==> config.mk <==
export PLATFORM = sky130hd
export DESIGN_NAME = usb_transfer_descriptor_builder
export DESIGN_NICKNAME = d
export VERILOG_FILES = /design/src/hw/rtl/utdb_pkg.sv /design/src/hw/rtl/utdb_ram.sv /design/src/hw/rtl/utdb_front.sv /design/src/hw/rtl/utdb_queue.sv /design/src/hw/rtl/utdb_back.sv /design/src/hw/rtl/usb_transfer_descriptor_builder.sv
export SDC_FILE = /design/constraint.sdc
export NUM_CORES = 2
export LEC_CHECK = 0
export ABC_AREA = 0
export BUFFER_PORTS_ARGS = -buffer_cell sky130_fd_sc_hd__buf_2
export CORE_MARGIN = 8
export CORE_UTILIZATION = 55
export DETAILED_ROUTE_END_ITERATION = 8
export GPL_ROUTABILITY_DRIVEN = 0
export PLACE_DENSITY = 0.74
export RECOVER_POWER = 25
export SETUP_SLACK_MARGIN = 0.15
export SYNTH_ARGS = -nofsm -noshare
export SYNTH_HDL_FRONTEND = slang
export SYNTH_HIERARCHICAL = 1
export SYNTH_SLANG_ARGS = --single-unit
==> constraint.sdc <==
create_clock -name i_clk -period 58.8 [get_ports i_clk]
set_input_delay 11.76 -clock i_clk [delete_from_list [all_inputs] [get_ports i_clk]]
set_output_delay 11.76 -clock i_clk [all_outputs]
set_load 0.05 [all_outputs]
==> src/hw/rtl/utdb_pkg.sv <==
// Shared types and constants for the USB transfer descriptor builder.
// Used by utdb_front, utdb_queue, utdb_back and the top level.
package utdb_pkg;

    localparam int TD_SLOTS       = 16;
    localparam int DATA_BYTES_MAX = 1024;
    localparam int RESULT_CAP     = 16;
    localparam int SLOT_LIM       = (TD_SLOTS > RESULT_CAP) ? RESULT_CAP :
                                    ((TD_SLOTS < 3) ? 3 : TD_SLOTS);
    localparam int CNT_W          = $clog2(SLOT_LIM + 1);

    localparam int DEV_W     = 7;
    localparam int EP_W      = 4;
    localparam int MP_W      = 10;
    localparam int LEN_W     = 12;
    localparam int LCODE_W   = 11;
    localparam int TOG_AW    = DEV_W + EP_W;
    localparam int TOG_DEPTH = 1 << TOG_AW;

    localparam int QUEUE_DEPTH = 2;

    localparam int S_TDATA_W = 40;
    localparam int S_TUSER_W = 2;
    localparam int M_TDATA_W = 48;

    localparam logic [1:0] CMD_CTRL = 2'd0;
    localparam logic [1:0] CMD_DATA = 2'd1;
    localparam logic [1:0] CMD_DONE = 2'd2;

    localparam logic [1:0] PID_SETUP = 2'd0;
    localparam logic [1:0] PID_IN    = 2'd1;
    localparam logic [1:0] PID_OUT   = 2'd2;

    localparam logic [1:0] BUF_NONE  = 2'd0;
    localparam logic [1:0] BUF_SETUP = 2'd1;
    localparam logic [1:0] BUF_DATA  = 2'd2;

    localparam logic [1:0] STS_OK   = 2'd0;
    localparam logic [1:0] STS_NAK  = 2'd1;
    localparam logic [1:0] STS_FAIL = 2'd2;

    localparam logic [1:0] OUTCOME_OK  = 2'd0;
    localparam logic [1:0] OUTCOME_NAK = 2'd1;

    localparam logic [MP_W-1:0]    MP_DEFAULT  = 10'd8;
    localparam logic [LCODE_W-1:0] SETUP_LCODE = 11'd7;
    localparam logic [LCODE_W-1:0] ZERO_LCODE  = 11'h7FF;

    typedef enum logic [1:0] {
        OP_CTRL,
        OP_DATA,
        OP_DONE
    } t_op;

    typedef struct packed {
        t_op              op;
        logic [DEV_W-1:0] dev;
        logic [EP_W-1:0]  ep;
        logic             dir_in;
        logic             slow;
        logic [MP_W-1:0]  max_pkt;
        logic [LEN_W-1:0] len;
        logic [1:0]       outcome;
    } t_req;

    typedef struct packed {
        logic               kind;
        logic               last;
        logic [1:0]         pid;
        logic [DEV_W-1:0]   dev;
        logic [EP_W-1:0]    ep;
        logic               tog;
        logic               slow;
        logic [LCODE_W-1:0] lcode;
        logic [1:0]         bkind;
        logic [LEN_W-1:0]   boff;
        logic [1:0]         cstatus;
    } t_word;

endpackage

==> src/hw/rtl/utdb_ram.sv <==
// Generic single-port RAM with registered read data.
// No dependencies.
module utdb_ram #(
    parameter int WIDTH = 1,
    parameter int DEPTH = 2048
) (
    input  logic                     i_clk,
    input  logic                     i_en,
    input  logic                     i_we,
    input  logic [$clog2(DEPTH)-1:0] i_addr,
    input  logic [WIDTH-1:0]         i_wdata,
    output logic [WIDTH-1:0]         o_rdata
);

    logic [WIDTH-1:0] r_mem [DEPTH];
    logic [WIDTH-1:0] r_rdata;

    always_ff @(posedge i_clk) begin
        if (i_en) begin
            if (i_we) begin
                r_mem[i_addr] <= i_wdata;
            end
            r_rdata <= r_mem[i_addr];
        end
    end

    assign o_rdata = r_rdata;

endmodule

==> src/hw/rtl/utdb_front.sv <==
// Front end: accepts input words, decodes the command and normalizes fields.
// Depends on utdb_pkg.
module utdb_front (
    input  logic                           i_tvalid,
    output logic                           o_tready,
    input  logic [utdb_pkg::S_TDATA_W-1:0] i_tdata,
    input  logic [utdb_pkg::S_TUSER_W-1:0] i_tuser,
    input  logic                           i_q_full,
    input  logic                           i_clearing,
    output logic                           o_push,
    output utdb_pkg::t_req                 o_req
);
    import utdb_pkg::*;

    logic             known;
    logic [MP_W-1:0]  mp;
    logic [LEN_W-1:0] len;

    assign mp  = i_tdata[22:13];
    assign len = i_tdata[34:23];

    always_comb begin
        known    = 1'b1;
        o_req.op = OP_CTRL;
        case (i_tuser)
            CMD_CTRL: o_req.op = OP_CTRL;
            CMD_DATA: o_req.op = OP_DATA;
            CMD_DONE: o_req.op = OP_DONE;
            default:  known = 1'b0;
        endcase
        o_req.dev     = i_tdata[6:0];
        o_req.ep      = i_tdata[10:7];
        o_req.dir_in  = i_tdata[11];
        o_req.slow    = i_tdata[12];
        o_req.max_pkt = (mp == '0) ? MP_DEFAULT : mp;
        o_req.len     = (len > LEN_W'(DATA_BYTES_MAX)) ? LEN_W'(DATA_BYTES_MAX) : len;
        o_req.outcome = i_tdata[36:35];
    end

    assign o_tready = !i_q_full && !i_clearing;
    assign o_push   = i_tvalid && o_tready && known;

endmodule

==> src/hw/rtl/utdb_queue.sv <==
// Short request queue between the front end and the descriptor sequencer.
// Depends on utdb_pkg.
module utdb_queue (
    input  logic           i_clk,
    input  logic           i_rst_n,
    input  logic           i_push,
    input  utdb_pkg::t_req i_req,
    output logic           o_full,
    output logic           o_valid,
    input  logic           i_pop,
    output utdb_pkg::t_req o_req
);
    import utdb_pkg::*;

    localparam int PTR_W = (QUEUE_DEPTH > 1) ? $clog2(QUEUE_DEPTH) : 1;
    localparam int CNT_QW = $clog2(QUEUE_DEPTH + 1);

    t_req              r_mem [QUEUE_DEPTH];
    logic [PTR_W-1:0]  r_wr_ptr;
    logic [PTR_W-1:0]  r_rd_ptr;
    logic [CNT_QW-1:0] r_count;
    logic              do_push;
    logic              do_pop;

    assign o_full  = (r_count == CNT_QW'(QUEUE_DEPTH));
    assign o_valid = (r_count != '0);
    assign o_req   = r_mem[r_rd_ptr];
    assign do_push = i_push && !o_full;
    assign do_pop  = i_pop && o_valid;

    always_ff @(posedge i_clk) begin
        if (do_push) begin
            r_mem[r_wr_ptr] <= i_req;
        end
        if (!i_rst_n) begin
            r_wr_ptr <= '0;
            r_rd_ptr <= '0;
            r_count  <= '0;
        end else begin
            if (do_push) begin
                r_wr_ptr <= (r_wr_ptr == PTR_W'(QUEUE_DEPTH - 1)) ? '0 : r_wr_ptr + 1'b1;
            end
            if (do_pop) begin
                r_rd_ptr <= (r_rd_ptr == PTR_W'(QUEUE_DEPTH - 1)) ? '0 : r_rd_ptr + 1'b1;
            end
            if (do_push && !do_pop) begin
                r_count <= r_count + 1'b1;
            end else if (do_pop && !do_push) begin
                r_count <= r_count - 1'b1;
            end
        end
    end

endmodule

==> src/hw/rtl/utdb_back.sv <==
// Back end: sequences descriptor chains and completion status words,
// owns the toggle table RAM and the pending-request state. Depends on utdb_pkg, utdb_ram.
module utdb_back (
    input  logic           i_clk,
    input  logic           i_rst_n,
    input  logic           i_q_valid,
    input  utdb_pkg::t_req i_req,
    output logic           o_pop,
    output logic           o_clearing,
    output logic           o_m_valid,
    input  logic           i_m_ready,
    output utdb_pkg::t_word o_word
);
    import utdb_pkg::*;

    typedef enum logic [1:0] {
        ST_CLEAR,
        ST_IDLE,
        ST_TOGRD,
        ST_RUN
    } t_state;

    typedef enum logic [2:0] {
        PH_SETUP,
        PH_CDATA,
        PH_CSTAT,
        PH_XFER,
        PH_CPL
    } t_phase;

    typedef enum logic [1:0] {
        PEND_NONE,
        PEND_OUT,
        PEND_IN,
        PEND_CTRL
    } t_pend;

    t_state            r_state,    n_state;
    t_phase            r_phase,    n_phase;
    t_req              r_req,      n_req;
    logic [TOG_AW-1:0] r_clr_addr, n_clr_addr;
    logic [LEN_W-1:0]  r_rem,      n_rem;
    logic [LEN_W-1:0]  r_off,      n_off;
    logic [CNT_W-1:0]  r_cnt,      n_cnt;
    logic              r_tog,      n_tog;
    t_pend             r_pend,     n_pend;
    logic [TOG_AW-1:0] r_pend_slot, n_pend_slot;
    logic              r_pend_tog, n_pend_tog;
    logic              r_out_valid, n_out_valid;
    t_word             r_out,      n_out;

    logic              ram_en;
    logic              ram_we;
    logic [TOG_AW-1:0] ram_addr;
    logic              ram_wdata;
    logic              ram_rdata;

    logic               advance;
    logic [LEN_W-1:0]   mp;
    logic [LEN_W-1:0]   chunk;
    logic [LEN_W-1:0]   rem_nx;
    logic [LEN_W-1:0]   off_nx;
    logic [CNT_W-1:0]   cnt_nx;
    logic [LEN_W-1:0]   chunk_m1;
    logic [LCODE_W-1:0] lcode;
    logic               more;
    t_word              w;

    utdb_ram #(
        .WIDTH (1),
        .DEPTH (TOG_DEPTH)
    ) u_tog_ram (
        .i_clk   (i_clk),
        .i_en    (ram_en),
        .i_we    (ram_we),
        .i_addr  (ram_addr),
        .i_wdata (ram_wdata),
        .o_rdata (ram_rdata)
    );

    assign advance  = !r_out_valid || i_m_ready;
    assign mp       = LEN_W'(r_req.max_pkt);
    assign chunk    = (r_rem > mp) ? mp : r_rem;
    assign rem_nx   = r_rem - chunk;
    assign off_nx   = r_off + chunk;
    assign cnt_nx   = r_cnt + 1'b1;
    assign chunk_m1 = chunk - 1'b1;
    assign lcode    = chunk_m1[LCODE_W-1:0];

    always_comb begin
        n_state     = r_state;
        n_phase     = r_phase;
        n_req       = r_req;
        n_clr_addr  = r_clr_addr;
        n_rem       = r_rem;
        n_off       = r_off;
        n_cnt       = r_cnt;
        n_tog       = r_tog;
        n_pend      = r_pend;
        n_pend_slot = r_pend_slot;
        n_pend_tog  = r_pend_tog;
        n_out_valid = r_out_valid && !i_m_ready;
        n_out       = r_out;
        ram_en      = 1'b0;
        ram_we      = 1'b0;
        ram_addr    = r_clr_addr;
        ram_wdata   = 1'b0;
        o_pop       = 1'b0;
        more        = 1'b0;
        w           = '0;
        w.dev       = r_req.dev;
        w.slow      = r_req.slow;

        case (r_state)
            ST_CLEAR: begin
                ram_en     = 1'b1;
                ram_we     = 1'b1;
                n_clr_addr = r_clr_addr + 1'b1;
                if (r_clr_addr == TOG_AW'(TOG_DEPTH - 1)) begin
                    n_state = ST_IDLE;
                end
            end
            ST_IDLE: begin
                if (i_q_valid) begin
                    o_pop = 1'b1;
                    n_req = i_req;
                    n_rem = i_req.len;
                    n_off = '0;
                    n_cnt = '0;
                    n_tog = 1'b1;
                    case (i_req.op)
                        OP_DATA: begin
                            ram_en   = 1'b1;
                            ram_addr = {i_req.dev, i_req.ep};
                            n_state  = ST_TOGRD;
                        end
                        OP_CTRL: begin
                            n_phase = PH_SETUP;
                            n_state = ST_RUN;
                        end
                        default: begin
                            n_phase = PH_CPL;
                            n_state = ST_RUN;
                        end
                    endcase
                end
            end
            ST_TOGRD: begin
                n_tog   = ram_rdata;
                n_phase = PH_XFER;
                n_state = ST_RUN;
            end
            ST_RUN: begin
                case (r_phase)
                    PH_SETUP: begin
                        w.pid   = PID_SETUP;
                        w.lcode = SETUP_LCODE;
                        w.bkind = BUF_SETUP;
                    end
                    PH_CDATA: begin
                        w.pid   = r_req.dir_in ? PID_IN : PID_OUT;
                        w.tog   = r_tog;
                        w.lcode = lcode;
                        w.bkind = BUF_DATA;
                        w.boff  = r_off;
                        more    = (rem_nx != '0) && (cnt_nx < CNT_W'(SLOT_LIM - 1));
                    end
                    PH_CSTAT: begin
                        w.pid   = r_req.dir_in ? PID_OUT : PID_IN;
                        w.tog   = 1'b1;
                        w.lcode = ZERO_LCODE;
                        w.last  = 1'b1;
                    end
                    PH_XFER: begin
                        w.pid = r_req.dir_in ? PID_IN : PID_OUT;
                        w.ep  = r_req.ep;
                        w.tog = r_tog;
                        if (chunk != '0) begin
                            w.lcode = lcode;
                            w.bkind = BUF_DATA;
                            w.boff  = r_off;
                        end else begin
                            w.lcode = ZERO_LCODE;
                        end
                        more   = (rem_nx != '0) && (cnt_nx < CNT_W'(SLOT_LIM));
                        w.last = !more;
                    end
                    default: begin
                        w      = '0;
                        w.kind = 1'b1;
                        if (r_pend == PEND_NONE) begin
                            w.cstatus = STS_FAIL;
                        end else if (r_req.outcome == OUTCOME_OK) begin
                            w.cstatus = STS_OK;
                        end else if (r_req.outcome == OUTCOME_NAK && r_pend == PEND_IN) begin
                            w.cstatus = STS_NAK;
                        end else begin
                            w.cstatus = STS_FAIL;
                        end
                    end
                endcase

                if (advance) begin
                    n_out_valid = 1'b1;
                    n_out       = w;
                    n_cnt       = cnt_nx;
                    case (r_phase)
                        PH_SETUP: begin
                            n_phase = (r_rem != '0) ? PH_CDATA : PH_CSTAT;
                        end
                        PH_CDATA: begin
                            n_tog = !r_tog;
                            n_rem = rem_nx;
                            n_off = off_nx;
                            if (!more) begin
                                n_phase = PH_CSTAT;
                            end
                        end
                        PH_CSTAT: begin
                            n_pend      = PEND_CTRL;
                            n_pend_slot = '0;
                            n_pend_tog  = 1'b0;
                            n_state     = ST_IDLE;
                        end
                        PH_XFER: begin
                            n_tog = !r_tog;
                            n_rem = rem_nx;
                            n_off = off_nx;
                            if (!more) begin
                                n_pend      = r_req.dir_in ? PEND_IN : PEND_OUT;
                                n_pend_slot = {r_req.dev, r_req.ep};
                                n_pend_tog  = !r_tog;
                                n_state     = ST_IDLE;
                            end
                        end
                        default: begin
                            if (r_pend != PEND_NONE) begin
                                if (r_req.outcome == OUTCOME_OK &&
                                    (r_pend == PEND_IN || r_pend == PEND_OUT)) begin
                                    ram_en    = 1'b1;
                                    ram_we    = 1'b1;
                                    ram_addr  = r_pend_slot;
                                    ram_wdata = r_pend_tog;
                                end
                                n_pend      = PEND_NONE;
                                n_pend_slot = '0;
                                n_pend_tog  = 1'b0;
                            end
                            n_state = ST_IDLE;
                        end
                    endcase
                end
            end
            default: n_state = ST_IDLE;
        endcase
    end

    always_ff @(posedge i_clk) begin
        r_req <= n_req;
        r_rem <= n_rem;
        r_off <= n_off;
        r_cnt <= n_cnt;
        r_tog <= n_tog;
        r_out <= n_out;
        if (!i_rst_n) begin
            r_state     <= ST_CLEAR;
            r_phase     <= PH_SETUP;
            r_clr_addr  <= '0;
            r_pend      <= PEND_NONE;
            r_pend_slot <= '0;
            r_pend_tog  <= 1'b0;
            r_out_valid <= 1'b0;
        end else begin
            r_state     <= n_state;
            r_phase     <= n_phase;
            r_clr_addr  <= n_clr_addr;
            r_pend      <= n_pend;
            r_pend_slot <= n_pend_slot;
            r_pend_tog  <= n_pend_tog;
            r_out_valid <= n_out_valid;
        end
    end

    assign o_clearing = (r_state == ST_CLEAR);
    assign o_m_valid  = r_out_valid;
    assign o_word     = r_out;

endmodule

==> src/hw/rtl/usb_transfer_descriptor_builder.sv <==
// USB transfer descriptor builder top level: front end, request queue, sequencer.
// Requests pass from the queue to the sequencer, which first reads the toggle table
// for data requests; words leave through the output register. Throughput: one word
// per cycle unless m_axis_tready stalls it, up to 16 per request, after a dispatch
// state; the sequencer handles one request at a time. Reset: synchronous, active low;
// then all 2048 toggle table entries are cleared and no input word is accepted.
module usb_transfer_descriptor_builder (
    input  logic                           i_clk,
    input  logic                           i_rst_n,
    input  logic                           s_axis_tvalid,
    output logic                           s_axis_tready,
    // device address, endpoint, direction in, slow device, packet size limit,
    // length, outcome, zero pad
    input  logic [utdb_pkg::S_TDATA_W-1:0] s_axis_tdata,
    // cmd
    input  logic [utdb_pkg::S_TUSER_W-1:0] s_axis_tuser,
    output logic                           m_axis_tvalid,
    input  logic                           m_axis_tready,
    // pid, device, endpoint, toggle, slow flag, length code,
    // buffer kind, buffer offset, completion status, zero pad
    output logic [utdb_pkg::M_TDATA_W-1:0] m_axis_tdata,
    // kind
    output logic                           m_axis_tuser,
    output logic                           m_axis_tlast
);
    import utdb_pkg::*;

    logic  push;
    t_req  front_req;
    logic  q_full;
    logic  q_valid;
    logic  q_pop;
    t_req  q_req;
    logic  clearing;
    t_word word;

    utdb_front u_front (
        .i_tvalid   (s_axis_tvalid),
        .o_tready   (s_axis_tready),
        .i_tdata    (s_axis_tdata),
        .i_tuser    (s_axis_tuser),
        .i_q_full   (q_full),
        .i_clearing (clearing),
        .o_push     (push),
        .o_req      (front_req)
    );

    utdb_queue u_queue (
        .i_clk   (i_clk),
        .i_rst_n (i_rst_n),
        .i_push  (push),
        .i_req   (front_req),
        .o_full  (q_full),
        .o_valid (q_valid),
        .i_pop   (q_pop),
        .o_req   (q_req)
    );

    utdb_back u_back (
        .i_clk      (i_clk),
        .i_rst_n    (i_rst_n),
        .i_q_valid  (q_valid),
        .i_req      (q_req),
        .o_pop      (q_pop),
        .o_clearing (clearing),
        .o_m_valid  (m_axis_tvalid),
        .i_m_ready  (m_axis_tready),
        .o_word     (word)
    );

    assign m_axis_tdata = {6'b0, word.cstatus, word.boff, word.bkind, word.lcode,
                           word.slow, word.tog, word.ep, word.dev, word.pid};
    assign m_axis_tuser = word.kind;
    assign m_axis_tlast = word.last;

endmodule
### Yosys cells after proc, flatten, opt, wreduce, memory -nomap -nowiden

Memory sizes are Yosys's and may differ from the RTL's. A register that Yosys moved wholly into a read port is not among the register bits.
Cells that the tools add are included.

* add/subtract/negate cells: 9
* magnitude comparators: 4
* equal/unequal tests: 24
* mux-type cells: 94
* bitwise logic cells: 1
* reductions and logical operators: 51

Operator list (number)
* $mux W11: 9
* $mux W12: 8
* $pmux W12 S2: 3
* $pmux W11 S4: 1
* $reduce_bool A12 Y1: 3
* $mux W1: 33
* $pmux W11 S3: 1
* $mux W2: 14
* $pmux W11 S2: 1
* $mux W14: 1
* $add A12 B12 Y12: 1
* $gt A12 B10 Y1: 1
* $gt A12 B11 Y1 const B: 1
* $logic_and A1 B1 Y1: 12
* $pmux W2 S2: 3
* $pmux W2 S3: 2
* $pmux W3 S2: 2
* $sub A12 B12 Y12: 1
* $add A11 B1 Y11 const B: 1
* $eq A11 B11 Y1 const B: 1
* $sub A11 B1 Y11 const B: 1
* $eq A2 B1 Y1 const B: 5
* $eq A2 B2 Y1 const B: 5
* $logic_not A10 Y1: 1
* other kinds (36): 72

* register bits: 134
* RAM bits: 2126
* input port bits: 46
* output and inout port bits: 52
* memories: 2

Memories
* u_back.u_tog_ram.r_mem: depth 2048, width 1, read ports 1, clocked after Yosys merged registers in 1, wr ports 1, line utdb_ram.sv:15 `logic [WIDTH-1:0] r_mem [DEPTH];`
* u_queue.r_mem: depth 2, width 39, read ports 1, clocked after Yosys merged registers in 1, wr ports 1, line utdb_queue.sv:18 `t_req r_mem [QUEUE_DEPTH];`

### Logic depth before layout (Yosys ltp)

* depth after elaboration: 11
* depth in mapped cells: 22

### By module

The synthesis kept the hierarchy.

Modules (own cells, without submodules)
* utdb_ram: times used 1, cells an instance 6692, area each 87777.9 um^2, sequential area each 61529.0 um^2
* utdb_back: times used 1, cells an instance 698, area each 7215.7 um^2, sequential area each 3593.4 um^2
* utdb_queue: times used 1, cells an instance 146, area each 3044.2 um^2, sequential area each 2442.3 um^2
* utdb_front: times used 1, cells an instance 48, area each 282.8 um^2, sequential area each 0.0 um^2
* usb_transfer_descriptor_builder: times used 1, cells an instance 7, area each 48.8 um^2, sequential area each 0.0 um^2

### Worst setup path before layout

No wires, ideal clock.

* path kind: input to register
* from: input m_axis_tready
* to: memory u_back.u_tog_ram.r_mem[0], data pin
* data arrival time: 40.186 ns
* path slack: 13.056 ns
* stages: 6
* path through: nor2b_1 nor2_1 and4b_1 clkbuf_1 clkbuf_1 and2_1

* cells in the longest elaborated chain, start to end: 3

RTL lines
* from (decl): line usb_transfer_descriptor_builder.sv:18 `input logic m_axis_tready,`
* $logic_or A1 B1 Y1: line utdb_back.sv:81 `assign advance = !r_out_valid || i_m_ready;`
* $mux W1: line utdb_back.sv:203 `if (advance) begin`
* $mux W1: line utdb_back.sv:114 `case (r_state)`
* via u_back.ram_wdata: line utdb_back.sv:55 `logic ram_wdata;`
* to (decl): line utdb_ram.sv:15

The timed path passes the listed nets, and every way through them passes these cells.

### Final worst setup path

* from: input m_axis_tready
* to: memory u_back.u_tog_ram.r_mem[906], data pin

The elaborated chain is that of the path after synthesis.

==> load_flow_metrics.sql <==
INSERT INTO impl_metrics (metric_group, metric, value, unit) VALUES
('status', 'outcome', 'finished with violations', ''),
('status', 'failed_checks', 'capacitance limit, slew limit', ''),
('floorplan', 'die_height', '438.9', 'µm'),
('pwr', 'internal_power', '2516', 'µW'),
('placed_design', 'numPortBuffers', '88', ''),
('floorplan', 'num_io_pins', '98', ''),
('yosys', 'synth-edff-count', '2226', ''),
('floorplan', 'std_cell_rows', '155', ''),
('global_route', 'grt_pass1_vias', '60580', ''),
('timing', 'maxSlewViolCount', '1165', ''),
('global_route', 'grt_overflow', '0', ''),
('cts', 'h_tree_depth', '4', ''),
('cts', 'cts_max_path_buffers', '3', ''),
('yosys', 'synth_cell_type_count', '85', ''),
('route', 'final_antenna_net_count', '0', ''),
('worst_setup_path', 'critical_path.most_common_cell', 'sky130_fd_sc_hd__clkbuf_1', ''),
('worst_setup_path', 'critical_path_peak_fanout', '296', ''),
('route', 'met2RoutedLength', '129.9', 'mm'),
('cts', 'cell_chosen_for_the_clock_root', 'sky130_fd_sc_hd__clkbuf_16', ''),
('timing', 'period_minus_slack', '27.77', 'ns'),
('timing', 'slew-limit-headroom', '-625.7', '%'),
('yosys', 'avgSynthCellArea', '12.96', 'µm²'),
('timing', 'grt_setup_unrepaired', 'no', ''),
('yosys', 'syn-instance-count', '7591', ''),
('route', 'detail_route.wl_per_cell', '27.82', 'µm'),
('timing', 'timing.final.setup_violations', '0', ''),
('floorplan', 'floorplan.die_area', '192600', 'µm²'),
('yosys', 'yosysWarnings', '6', ''),
('floorplan', 'die_width', '438.9', 'µm'),
('cells_and_area', 'final_core_util', '59.91', '%'),
('yosys', 'dominantRegCellSynth', 'sky130_fd_sc_hd__edfxtp_1', ''),
('route', 'route.met3.wl', '33.76', 'mm'),
('flow_run', 'max_cap_violations', '20', ''),
('pwr', 'power_per_cell_area', '29.89', 'nW/µm²'),
('worst_setup_path', 'max_stage_delay', '7.84', 'ns'),
('route', 'vias_per_cell', '6.407', ''),
('cts', 'cts_resized', '0', ''),
('timing', 'finalHoldViolCount', '0', ''),
('yosys', 'synth_area_leaders', 'sky130_fd_sc_hd__edfxtp_1 (68%), sky130_fd_sc_hd__mux2i_1 (11%), sky130_fd_sc_hd__nor2_1 (8.1%)', ''),
('cells_and_area', 'area.sequential', '67560', 'µm²'),
('yosys', 'synthesis.area', '98370', 'µm²'),
('route', 'met1Wirelength', '98.11', 'mm'),
('worst_setup_path', 'critical-path-slowest-cell', 'sky130_fd_sc_hd__clkbuf_1', ''),
('timing', 'setup_slack', '31.03', 'ns'),
('cts', 'cts_hold_buffers', '0', ''),
('worst_setup_path', 'crit_arrival', '28.26', 'ns'),
('timing', 'timing.clock.skew', '0.05155', 'ns'),
('cells_and_area', 'stdcell_count', '9876', ''),
('route', 'vias', '63280', ''),
('pwr', 'total_leakage_power', '0.03494', 'µW'),
('yosys', 'synth_top_area_share', '67.95', '%'),
('pwr', 'pwr-share-clk', '42.0', '%'),
('cts', 'clkSlewWorstSetupHoldPaths', '0.06', 'ns'),
('yosys', 'yosys.area.top_type', 'sky130_fd_sc_hd__edfxtp_1', ''),
('worst_setup_path', 'cp-end-kind', 'register', ''),
('placed_design', 'dp.final_hpwl', '135.6', 'mm'),
('placed_design', 'place_inst', '9462', ''),
('pwr', 'irDropWorstVdd', '0.02781', 'mV'),
('cells_and_area', 'drive_gt1_share', '6.931', '%'),
('timing', 'fin_crit_sh', '47.22', '%'),
('floorplan', 'core_area', '178000', 'µm²'),
('cells_and_area', 'multi_input_area', '27840', 'µm²'),
('cells_and_area', 'net_total_in_the_final_layout', '7416', ''),
('cts', 'clock_latency_at_the_later_pin_of_the_worst_skew_pair', '0.88', 'ns'),
('pwr', 'switching_share_of_total_power', '21.08', '%'),
('route', 'drt_iter0_markers', '10110', ''),
('route', 'drt-pass1-iter-count', '6', ''),
('route', 'finalWirelength', '274.7', 'mm'),
('global_route', 'grt_max_degree', '297', ''),
('floorplan', 'initial_core_util', '55.25', '%'),
('pwr', 'power.share.sequential', '54.7', '%');
-- registers in the layout (all words and copies together), names as in the netlist, named ones only --
signal and cells:
u_back/r_req 15, u_back/o_word 44, u_back/mp 10, u_back/r_state 2, u_queue/r_wr_ptr 1, u_back/r_tog 1, u_back/r_rem 12, u_back/r_pend_slot 11
u_back/r_clr_addr 11, u_queue/r_count 2, u_back/r_pend 2, u_back/u_tog_ram/o_rdata 1, u_queue/r_mem 78, u_back/o_m_valid 1, u_back/r_cnt 5, u_back/r_phase 3
u_back/r_pend_tog 1, u_back/r_off 12, u_back/u_tog_ram/r_mem 2048, u_queue/r_rd_ptr 1
-- worst paths after layout --
check / slack [ns] / endpoint / cells after the start / start
setup reg to reg: 39.32 / u_back/u_tog_ram/r_mem[906]$_DFFE_PP_ / 9 / u_back/r_state[1]$_SDFFE_PN0P_
setup / recovery: 31.03 / u_back/u_tog_ram/r_mem[906]$_DFFE_PP_ / 8 / m_axis_tready
hold / removal: 0.48 / u_back/r_pend_slot[5]$_SDFFE_PN0P_ / 1 / u_back/r_req[31]$_DFFE_PP_
hold reg to reg: 0.48 / u_back/r_pend_slot[5]$_SDFFE_PN0P_ / 1 / u_back/r_req[31]$_DFFE_PP_
-- cells in the final DEF, fill, tap and decap left out, drive strengths merged, types with 7 or more instances in the layout --
cell type / synthesis / final
xor2: 12 / 12
a22oi: 36 / 36
clkbuf: 436 / 352
a31oi: 10 / 10
and2: 34 / 34
inv: 57 / 65
nand2: 225 / 225
mux2i: 1034 / 1034
o22ai: 517 / 517
a32o: 8 / 8
edfxtp: 2226 / 2226
nand4: 18 / 18
mux2: 45 / 45
o21bai: 7 / 7
a21o: 19 / 19
nor4: 137 / 137
dfxtp: 36 / 36
conb: 3 / 8
bufinv: 0 / 12
a21oi: 56 / 56
o21ai: 40 / 40
buf: 269 / 133
nand3: 18 / 18
nor3: 22 / 22
nand2b: 11 / 11
ha: 40 / 40
xnor2: 21 / 21
clkinv: 0 / 117
nor2b: 18 / 18
nor2: 2121 / 2121
and3: 12 / 12
nor3b: 13 / 13
-- logic make-up after synthesis --
logic type               count (synthesis)  share of synthesized area [%]
buffers and inverters                  762                          3.438
XOR/XNOR                                33                         0.2938
multiplexers                          1079                          11.04
AND/OR/NAND/NOR                       2667                          11.11
flip-flops                            2262                          68.68
AO/OA/AOI/OAI                          743                          4.872
other                                    3                        0.01145
adder cells (fa/ha/maj)                 42                         0.5495
-- layer usage --
layer  GRT usage [%]  vias up
met2           45.03     3970
met5               0        -
met4           11.77        0
met1           35.57    31490
met3           5.706      783
li1                -    27040
-- stage by stage --
stage          hold slack, ns  power (µW)
3_5_place_dp           0.4728        1881
2_1_floorplan          0.4470        1848
4_1_cts                0.4875        3197
3_3_place_gp           0.4653        1881
5_1_grt                0.5128        3261
6_report               0.4824        3188
-- power groups by stage --
stage	logic [µW]	clock network (µW)	registers, µW
after detailed placement	102	0	1780
final	105	1340	1740
after floorplan	69.6	0	1780
after CTS	102	1350	1740
after global routing	107	1410	1740
after global placement	102	0	1780
-- worst max-delay path: cells and delay by family --
kind / cells / cell delay (ns)
buffers and inverters: 4 / 11.52
AND/OR/NAND/NOR: 4 / 4.50
-- layout make-up --
class / count / share of cell area (%)
clock inverter: 141 / 1.070
sequential: 2262 / 63.34
antenna: 4 / 0.009384
timing repair buffer: 216 / 1.202
tap: 2355 / 2.762
clock buffer: 269 / 5.314
inverter: 57 / 0.2006
multi-input combinational: 4572 / 26.10
Note: power is estimated with default switching activity, not from simulation.
